### config.mk
export PLATFORM = sky130hd
export DESIGN_NAME = rc_ppm_pulse_train_encoder
export DESIGN_NICKNAME = d
export VERILOG_FILES = /design/src/rcppm_pkg.sv /design/src/rcppm_setpoint.sv /design/src/rcppm_core.sv /design/src/rc_ppm_pulse_train_encoder.sv
export SDC_FILE = /design/constraint.sdc
export NUM_CORES = 2
export LEC_CHECK = 0
export ABC_AREA = 0
export ABC_CLOCK_PERIOD_IN_PS = 28600
export BUFFER_PORTS_ARGS = -buffer_cell sky130_fd_sc_hd__buf_2
export CELL_PAD_IN_SITES_DETAIL_PLACEMENT = 0
export CELL_PAD_IN_SITES_GLOBAL_PLACEMENT = 1
export CORE_MARGIN = 2
export CORE_UTILIZATION = 56
export CTS_CLUSTER_SIZE = 8
export DETAILED_ROUTE_END_ITERATION = 8
export PLACE_DENSITY = 0.89
export SKIP_LAST_GASP = 1
export SYNTH_ARGS = -nofsm -noshare
export SYNTH_HDL_FRONTEND = slang
export SYNTH_HIERARCHICAL = 1
export SYNTH_SLANG_ARGS = --single-unit
### constraint.sdc
create_clock -name clk -period 28.6 [get_ports clk]
set_input_delay 4.29 -clock clk [delete_from_list [all_inputs] [get_ports clk]]
set_output_delay 4.29 -clock clk [all_outputs]
set_load 0.01 [all_outputs]
### src/rcppm_pkg.sv
package rcppm_pkg;

	localparam int MAX_CHANNELS_DEF = 16;

	localparam int US_W        = 16;
	localparam int COUNT_W     = 5;
	localparam int ELAPSED_W   = 21;
	localparam int FUNC_W      = 3;
	localparam int INDEX_W     = 4;
	localparam int CFG_IDX_W   = 3;
	localparam int CFG_DATA_W  = 16;
	localparam int PCT_W       = 7;
	localparam int PCT_FULL    = 100;
	localparam int RECIP_SHIFT = 23;
	localparam int RECIP_W     = 24;
	localparam int S_DATA_W    = 24;
	localparam int M_DATA_W    = 24;

	localparam logic [COUNT_W-1:0] RST_CHANNEL_COUNT = COUNT_W'(8);
	localparam logic               RST_INVERT        = 1'b0;
	localparam logic [US_W-1:0]    RST_PULSE_US      = US_W'(500);
	localparam logic [US_W-1:0]    RST_FRAME_US      = US_W'(22500);
	localparam logic [US_W-1:0]    RST_MIN_US        = US_W'(1000);
	localparam logic [US_W-1:0]    RST_MAX_US        = US_W'(2000);

	typedef enum logic [FUNC_W-1:0] {
		FUNC_EVENT   = 3'd0,
		FUNC_SET_US  = 3'd1,
		FUNC_SET_PCT = 3'd2,
		FUNC_ENABLE  = 3'd3,
		FUNC_DISABLE = 3'd4
	} func_t;

	typedef enum logic [CFG_IDX_W-1:0] {
		CFG_CHANNEL_COUNT = 3'd0,
		CFG_INVERT_OUTPUT = 3'd1,
		CFG_PULSE_US      = 3'd2,
		CFG_FRAME_US      = 3'd3,
		CFG_MIN_US        = 3'd4,
		CFG_MAX_US        = 3'd5
	} cfg_index_t;

	typedef struct packed {
		logic [COUNT_W-1:0] channel_count;
		logic               invert_output;
		logic [US_W-1:0]    pulse_us;
		logic [US_W-1:0]    frame_us;
		logic [US_W-1:0]    min_us;
		logic [US_W-1:0]    max_us;
	} cfg_t;

	typedef struct packed {
		logic               fire;
		func_t              func;
		logic [INDEX_W-1:0] channel_index;
	} item_t;

	// Entry p holds ceil(p * 2^23 / 100); multiplying a 16-bit span by it and
	// dropping 23 bits gives exactly floor(p * span / 100).
	typedef logic [RECIP_W-1:0] recip_tab_t [0:PCT_FULL];

	function automatic recip_tab_t build_recip();
		recip_tab_t t;
		for (int p = 0; p <= PCT_FULL; p++) begin
			t[p] = RECIP_W'((longint'(p) * (longint'(1) << RECIP_SHIFT) + PCT_FULL - 1)
				/ PCT_FULL);
		end
		return t;
	endfunction

	localparam recip_tab_t PCT_RECIP = build_recip();

endpackage

### src/rcppm_setpoint.sv
module rcppm_setpoint (
	input  rcppm_pkg::cfg_t                      cfg,
	input  logic                                 is_pct,
	input  logic [rcppm_pkg::US_W-1:0]           value,
	input  logic [rcppm_pkg::RECIP_W-1:0]        recip,
	output logic [rcppm_pkg::US_W-1:0]           setpoint
);
	import rcppm_pkg::*;

	logic signed [US_W:0]       span;
	logic                       neg;
	logic [US_W-1:0]            mag;
	logic [US_W+RECIP_W-1:0]    prod;
	logic [US_W-1:0]            step;
	logic signed [US_W+1:0]     lo;
	logic signed [US_W+1:0]     hi;
	logic signed [US_W+1:0]     raw;

	always_comb begin
		span = $signed({1'b0, cfg.max_us}) - $signed({1'b0, cfg.min_us});
		neg  = span[US_W];
		mag  = neg ? US_W'(-span) : span[US_W-1:0];
		prod = (US_W+RECIP_W)'(mag) * (US_W+RECIP_W)'(recip);
		step = prod[RECIP_SHIFT +: US_W];
		lo   = $signed({2'b00, cfg.min_us});
		hi   = $signed({2'b00, cfg.max_us});
		if (is_pct) begin
			raw = neg ? lo - $signed({2'b00, step}) : lo + $signed({2'b00, step});
		end else begin
			raw = $signed({2'b00, value});
		end
		if (raw < lo) begin
			setpoint = cfg.min_us;
		end else if (raw > hi) begin
			setpoint = cfg.max_us;
		end else begin
			setpoint = raw[US_W-1:0];
		end
	end

endmodule

### src/rcppm_core.sv
module rcppm_core #(
	parameter int MAX_CHANNELS = rcppm_pkg::MAX_CHANNELS_DEF
) (
	input  logic                       clk,
	input  logic                       arst_n,
	input  rcppm_pkg::cfg_t            cfg,
	input  rcppm_pkg::item_t           item,
	input  logic [rcppm_pkg::US_W-1:0] setpoint,
	input  logic                       out_ready,
	output logic                       out_valid,
	output logic                       pin_level,
	output logic [rcppm_pkg::US_W-1:0] interval_us,
	output logic                       frame_fill,
	output logic                       frame_overrun
);
	import rcppm_pkg::*;

	localparam int TW = (MAX_CHANNELS > 1) ? $clog2(MAX_CHANNELS) : 1;
	localparam int CW = $clog2(MAX_CHANNELS + 1);

	logic [US_W-1:0]         table_q [MAX_CHANNELS];
	logic [MAX_CHANNELS-1:0] valid_q;
	logic                    phase_q;
	logic                    running_q;
	logic [CW-1:0]           counter_q;
	logic [ELAPSED_W-1:0]    elapsed_q;

	logic                    phase_d;
	logic                    running_d;
	logic [CW-1:0]           counter_d;
	logic [ELAPSED_W-1:0]    elapsed_d;

	logic                    out_valid_q;
	logic                    pin_q;
	logic [US_W-1:0]         interval_q;
	logic                    fill_q;
	logic                    over_q;

	logic                    res_valid;
	logic                    res_level;
	logic [US_W-1:0]         res_interval;
	logic                    res_fill;
	logic                    res_over;

	logic                    wr_en;
	logic [TW-1:0]           wr_idx;
	logic [TW-1:0]           rd_idx;
	logic [CW-1:0]           count;
	logic                    at_end;
	logic [US_W-1:0]         cv;
	logic [US_W-1:0]         gap;
	logic [US_W-1:0]         addend;
	logic [ELAPSED_W:0]      sum;
	logic [ELAPSED_W-1:0]    sum_sat;
	logic                    on_level;

	always_comb begin
		on_level = cfg.invert_output;
		count    = (int'(cfg.channel_count) > MAX_CHANNELS) ? CW'(MAX_CHANNELS)
			: CW'(cfg.channel_count);
		at_end   = (counter_q >= count);
		rd_idx   = counter_q[TW-1:0];
		cv       = valid_q[rd_idx] ? table_q[rd_idx] : RST_MIN_US;
		gap      = (cv > cfg.pulse_us) ? cv - cfg.pulse_us : '0;
		addend   = at_end ? cfg.pulse_us : cv;
		sum      = (ELAPSED_W+1)'(elapsed_q) + (ELAPSED_W+1)'(addend);
		sum_sat  = sum[ELAPSED_W] ? '1 : sum[ELAPSED_W-1:0];
		wr_idx   = TW'(item.channel_index);
	end

	always_comb begin
		res_valid    = 1'b0;
		res_level    = ~on_level;
		res_interval = '0;
		res_fill     = 1'b0;
		res_over     = 1'b0;
		phase_d      = phase_q;
		running_d    = running_q;
		counter_d    = counter_q;
		elapsed_d    = elapsed_q;
		wr_en        = 1'b0;
		if (item.fire) begin
			case (item.func)
				FUNC_EVENT: begin
					if (running_q) begin
						res_valid = 1'b1;
						phase_d   = ~phase_q;
						if (phase_q) begin
							res_level    = on_level;
							res_interval = cfg.pulse_us;
						end else if (at_end) begin
							res_fill  = 1'b1;
							counter_d = '0;
							elapsed_d = '0;
							if (sum_sat > ELAPSED_W'(cfg.frame_us)) begin
								res_over = 1'b1;
							end else begin
								res_interval = cfg.frame_us - sum_sat[US_W-1:0];
							end
						end else begin
							res_interval = gap;
							elapsed_d    = sum_sat;
							counter_d    = counter_q + CW'(1);
						end
					end
				end
				FUNC_SET_US, FUNC_SET_PCT: begin
					wr_en = (int'(item.channel_index) < MAX_CHANNELS);
				end
				FUNC_ENABLE: begin
					running_d = 1'b1;
				end
				FUNC_DISABLE: begin
					res_valid = 1'b1;
					running_d = 1'b0;
					phase_d   = 1'b0;
					counter_d = '0;
					elapsed_d = '0;
				end
				default: begin
				end
			endcase
		end
	end

	always_ff @(posedge clk) begin
		if (wr_en) begin
			table_q[wr_idx] <= setpoint;
		end
	end

	always_ff @(posedge clk or negedge arst_n) begin
		if (!arst_n) begin
			valid_q   <= '0;
			phase_q   <= 1'b1;
			running_q <= 1'b1;
			counter_q <= '0;
			elapsed_q <= '0;
		end else begin
			if (wr_en) begin
				valid_q[wr_idx] <= 1'b1;
			end
			phase_q   <= phase_d;
			running_q <= running_d;
			counter_q <= counter_d;
			elapsed_q <= elapsed_d;
		end
	end

	always_ff @(posedge clk or negedge arst_n) begin
		if (!arst_n) begin
			out_valid_q <= 1'b0;
		end else if (res_valid) begin
			out_valid_q <= 1'b1;
		end else if (out_ready) begin
			out_valid_q <= 1'b0;
		end
	end

	always_ff @(posedge clk) begin
		if (res_valid) begin
			pin_q      <= res_level;
			interval_q <= res_interval;
			fill_q     <= res_fill;
			over_q     <= res_over;
		end
	end

	assign out_valid     = out_valid_q;
	assign pin_level     = pin_q;
	assign interval_us   = interval_q;
	assign frame_fill    = fill_q;
	assign frame_overrun = over_q;

endmodule

### src/rc_ppm_pulse_train_encoder.sv
// Channel   Direction  Handshake                      Payload
// s_axis    in         s_axis_tvalid / s_axis_tready  tuser: func; tdata: channel_index, value
// m_axis    out        m_axis_tvalid / m_axis_tready  tdata: pin_level, interval_us;
//                                                     tlast: frame_fill; tuser: frame_overrun
// cfg       in         cfg_wr_en                      cfg_index, cfg_wdata
//
// One word is accepted every cycle while the output does not stall; its result, if any, is
// held in the result register. The input register and the result register each hold one word,
// and the state update (table read, subtract, saturating add, toggle) happens between them.
// A stalled output holds the result register and, once the input register is full, the input.
// Reset is asynchronous and restores the configuration defaults and the table contents at once.
module rc_ppm_pulse_train_encoder #(
	parameter int MAX_CHANNELS = rcppm_pkg::MAX_CHANNELS_DEF
) (
	input  logic                               clk,
	input  logic                               arst_n,
	input  logic                               s_axis_tvalid,
	output logic                               s_axis_tready,
	input  logic [rcppm_pkg::S_DATA_W-1:0]     s_axis_tdata,   // channel_index, value
	input  logic [rcppm_pkg::FUNC_W-1:0]       s_axis_tuser,   // func
	output logic                               m_axis_tvalid,
	input  logic                               m_axis_tready,
	output logic [rcppm_pkg::M_DATA_W-1:0]     m_axis_tdata,   // pin_level, interval_us
	output logic                               m_axis_tlast,
	output logic                               m_axis_tuser,   // frame_overrun
	input  logic                               cfg_wr_en,
	input  logic [rcppm_pkg::CFG_IDX_W-1:0]    cfg_index,
	input  logic [rcppm_pkg::CFG_DATA_W-1:0]   cfg_wdata
);
	import rcppm_pkg::*;

	cfg_t                cfg_q;
	logic                valid_s1;
	func_t               func_s1;
	logic [INDEX_W-1:0]  index_s1;
	logic [US_W-1:0]     value_s1;
	logic [RECIP_W-1:0]  recip_s1;
	logic                advance;
	logic [PCT_W-1:0]    pct;
	item_t               item;
	logic [US_W-1:0]     setpoint;
	logic                pin_level;
	logic [US_W-1:0]     interval_us;

	always_ff @(posedge clk or negedge arst_n) begin
		if (!arst_n) begin
			cfg_q.channel_count <= RST_CHANNEL_COUNT;
			cfg_q.invert_output <= RST_INVERT;
			cfg_q.pulse_us      <= RST_PULSE_US;
			cfg_q.frame_us      <= RST_FRAME_US;
			cfg_q.min_us        <= RST_MIN_US;
			cfg_q.max_us        <= RST_MAX_US;
		end else if (cfg_wr_en) begin
			case (cfg_index)
				CFG_CHANNEL_COUNT: cfg_q.channel_count <= cfg_wdata[COUNT_W-1:0];
				CFG_INVERT_OUTPUT: cfg_q.invert_output <= cfg_wdata[0];
				CFG_PULSE_US:      cfg_q.pulse_us      <= cfg_wdata[US_W-1:0];
				CFG_FRAME_US:      cfg_q.frame_us      <= cfg_wdata[US_W-1:0];
				CFG_MIN_US:        cfg_q.min_us        <= cfg_wdata[US_W-1:0];
				CFG_MAX_US:        cfg_q.max_us        <= cfg_wdata[US_W-1:0];
				default: begin
				end
			endcase
		end
	end

	assign advance       = valid_s1 && (!m_axis_tvalid || m_axis_tready);
	assign s_axis_tready = !valid_s1 || advance;

	always_comb begin
		pct = (s_axis_tdata[INDEX_W +: US_W] > US_W'(PCT_FULL)) ? PCT_W'(PCT_FULL)
			: s_axis_tdata[INDEX_W +: PCT_W];
	end

	always_ff @(posedge clk or negedge arst_n) begin
		if (!arst_n) begin
			valid_s1 <= 1'b0;
		end else if (s_axis_tready) begin
			valid_s1 <= s_axis_tvalid;
		end
	end

	always_ff @(posedge clk) begin
		if (s_axis_tvalid && s_axis_tready) begin
			func_s1  <= func_t'(s_axis_tuser);
			index_s1 <= s_axis_tdata[INDEX_W-1:0];
			value_s1 <= s_axis_tdata[INDEX_W +: US_W];
			recip_s1 <= PCT_RECIP[pct];
		end
	end

	always_comb begin
		item.fire          = advance;
		item.func          = func_s1;
		item.channel_index = index_s1;
	end

	rcppm_setpoint u_setpoint (
		.cfg      (cfg_q),
		.is_pct   (func_s1 == FUNC_SET_PCT),
		.value    (value_s1),
		.recip    (recip_s1),
		.setpoint (setpoint)
	);

	rcppm_core #(
		.MAX_CHANNELS (MAX_CHANNELS)
	) u_core (
		.clk           (clk),
		.arst_n        (arst_n),
		.cfg           (cfg_q),
		.item          (item),
		.setpoint      (setpoint),
		.out_ready     (m_axis_tready),
		.out_valid     (m_axis_tvalid),
		.pin_level     (pin_level),
		.interval_us   (interval_us),
		.frame_fill    (m_axis_tlast),
		.frame_overrun (m_axis_tuser)
	);

	assign m_axis_tdata = {(M_DATA_W-US_W-1)'(0), interval_us, pin_level};

endmodule

==> metrics.yaml <==
timing:
  rsz0062_at_grt: "false"
  timing.fmax_mhz: 61.3
  setup_tns_ns: 0
  setup_viol: 0
  relSlewSlack_pct: 13.8
  fin_worst_skew_ns: 0.0796
  finalHoldViolations: 0
  worst_pin_slew_ns: 1.29
  final_max_slew_viol_count: 0
  min_period_ns: 16.32
  min_period_over_period_pct: 57.1
floorplanning:
  start_util_pct: 56.6
  dieArea_um2: 71400
  core_um2: 68600
  rows: 96
  die_w_um: 267
  die_h_um: 267
  io-pin-count: 79
global_routing:
  grt_pass1_vias: 29300
  grt-ovfl-total: 0
  antenna_found_initial: 0
  grt.total_usage_pct: 31.7
  grt_max_degree: 67
  grt_first_pass_wirelength_um: 171000
yosys:
  synth_most_common_cell: "inv_1"
  synthSimpleGateAreaFrac_pct: 13.1
  syn_inst: 3757
  yosysTopAreaCell: "edfxtp_1"
  synth-edff-count: 321
  syn_avg_cell_area_um2: 10.3
  ys_ff_latch: 437
  synth_compound_area_share_pct: 11.7
  synth_top_area_share_pct: 24.8
  ys_warn_count: 6
  synth_area_leaders: "edfxtp_1, fa_1, ha_1"
  synth.area.mux_share_pct: 8.35
  yosysUniqueCellTypes: 118
  synth_top_family_by_area: "adder cells"
  synth_xor_area_share_pct: 2.39
  ys.flop_type: "edfxtp_1"
  synth_fa_ha_area_share_pct: 24.9
  synth.top_cells.by_count: "inv_1, nand2_1, edfxtp_1"
  ys_seq_area_share_pct: 32.4
  async_reset_ff_share_pct: 26.5
  synth.cell_area_um2: 38800
cts:
  root_buffer: "clkbuf_16"
  numClockSinks: 437
  cts_tree: "built"
  htree_levels: 2
  max-clock-path-buffers: 3
  hold_buffers: 0
  numCtsBuffers: 61
  clk_latency_ns: 0.67
  postCtsSetupRepairBufs: 0
  ctsResizeCount: 0
  clkTransAtPathRegs_ns: 0.06
route:
  vias: 29000
  routed_wirelength_um: 112000
  drt-vias-per-instance: 6.10
  ant_nets: 0
  wl_met2_um: 55300
  highest_layer: "met4"
  route.met3.wl_um: 8380
  wl_per_cell_um: 23.4
  drc: 0
  wl_met1_um: 42700
  drtPass1Iterations: 6
  drt_iter0_drc: 2978
hold_path:
  hold_class: "flop to flop"
setup_path:
  worst-path-buf-inv: 6
  worst_ep_arrival_time_ns: 16.63
  critical_path_required_ns: 28.91
  crit_path_start_kind: "flop"
  cp_top_family: "compound AO/OA/AOI/OAI gates"
  path_max_fanout: 24
  critPathKind: "flop to flop"
  cpMaxStageDelayCell: "a31oi_2"
  worst_path_most_repeated_cell: "fa_1"
  slowest_delay_ns: 0.87
  end_kind: "flop"
placed_design:
  finalWeightedCongestion: 0.952
  portBuffers: 67
  dp_hpwl_um: 77100
layout:
  area_growth_pct: 8.50
  drive_gt1_share_pct: 14.0
  antenna_cells: 0
  nets: 4431
outcome:
  status: "finished, final reports clean"
run:
  max_cap_violations: 0
-- metrics by stage --
step	area, µm²	cells	util (%)	worst slack, ns	hold slack, ns
after floorplan	38800	3763	-	15.62	0.434
after global placement	40300	4661	58.8	12.47	0.446
after detailed placement	40300	4661	58.8	12.26	0.450
after CTS	42100	4759	61.4	12.21	0.464
after global routing	42100	4759	61.4	11.03	0.482
final	42100	4759	61.4	12.28	0.467
-- worst register-to-register path, delay by kind of cell, from the launching register on --
family                     cells  cell delay (ns)
buffers and inverters          6             0.67
adders and majority gates     11             4.45
and+or+nand+nor               10             3.01
muxes                          1             0.19
AOI/OAI and AO/OA             20             6.64
DFF                            1             0.37
xor gates and xnor gates       3             0.68
-- logic make-up (layout without fill, tap and decap cells) --
group	count (synthesis)	count (layout)
XOR/XNOR	105	105
flip-flops	437	437
adder cells (fa/ha/maj)	587	587
AND/OR/NAND/NOR	1048	1048
other	1	7
buffers and inverters	711	776
AO/OA/AOI/OAI	662	662
multiplexers	206	206
-- final timing paths --
check                                        from              endpoint  slack [ns]  cells after the start
worst max-delay path                     cfg_q[0]  u_core/table_q[0][7]       12.28                     51
worst min-delay path            u_core/valid_q[7]     u_core/valid_q[7]        0.47                      1
worst max register to register           cfg_q[0]  u_core/table_q[0][7]       12.28                     51
worst min register to register  u_core/valid_q[7]     u_core/valid_q[7]        0.47                      1
max in group asynchronous                  arst_n   u_core/counter_q[0]       23.55                      2
min in group asynchronous                  arst_n             cfg_q[43]        3.70                      1
-- cells in the final DEF (no fill, tap or decap), types with 13 or more instances in the layout --
master / Yosys / final
a31oi_1: 32 / 31
or3_1: 22 / 22
and2_1: 120 / 119
xor2_1: 36 / 34
buf_4: 10 / 75
or2_2: 24 / 24
nand2_1: 441 / 441
nor2_1: 165 / 153
clkbuf_1: 125 / 30
o21ai_0: 117 / 115
a21o_1: 43 / 43
xnor2_1: 68 / 57
inv_1: 533 / 533
nand3_1: 37 / 37
nand4_1: 25 / 25
buf_2: 29 / 66
edfxtp_1: 321 / 321
dfstp_2: 30 / 30
nand2b_1: 49 / 49
a211oi_1: 22 / 22
fa_1: 310 / 310
nor2_2: 1 / 13
o31ai_1: 17 / 16
dfrtp_1: 86 / 84
mux2_2: 92 / 92
nor3_1: 65 / 60
nor2b_1: 30 / 30
o21a_1: 23 / 23
a21oi_1: 156 / 155
o21ai_1: 36 / 36
clkbuf_16: 0 / 62
and3_1: 17 / 17
ha_1: 277 / 277
mux2i_1: 29 / 29
mux4_2: 85 / 85
o211ai_1: 25 / 25
-- cell type report --
type,instances,area [µm²]
Clock buffer,93,1680
Clock inverter,5,73.8
Fill cell,5576,26500
Inverter,537,2020
Multi-Input combinational cell,2615,23700
Sequential cell,437,12600
Tap cell,931,1160
Timing Repair Buffer,141,893
-- metal layers --
metal  vias up  global-route usage [%]
met1     14500                    39.9
li1      12900                       -
met4         0                    13.5
met5         -                       0
met2      1353                    54.4
met3       294                    4.81
-- flip-flops by register name, indices dropped and copies added (netlist names) --
| register | count |
|---|---|
| u_core/phase_q | 1 |
| u_core/valid_q | 16 |
| index_s1 | 4 |
| valid_s1 | 1 |
| u_core/pin_level | 1 |
| cfg_q | 70 |
| u_core/counter_q | 5 |
| u_core/frame_fill | 1 |
| u_core/running_q | 1 |
| u_core/frame_overrun | 1 |
| u_core/out_valid | 1 |
| func_s1 | 3 |
| value_s1 | 16 |
| recip_s1 | 23 |
| u_core/interval_us | 16 |
| u_core/elapsed_q | 21 |
| u_core/table_q | 256 |
Power is left out: the tool's default activity adds up to more than one toggle a clock period on the data nets, which glitch-free logic cannot reach.
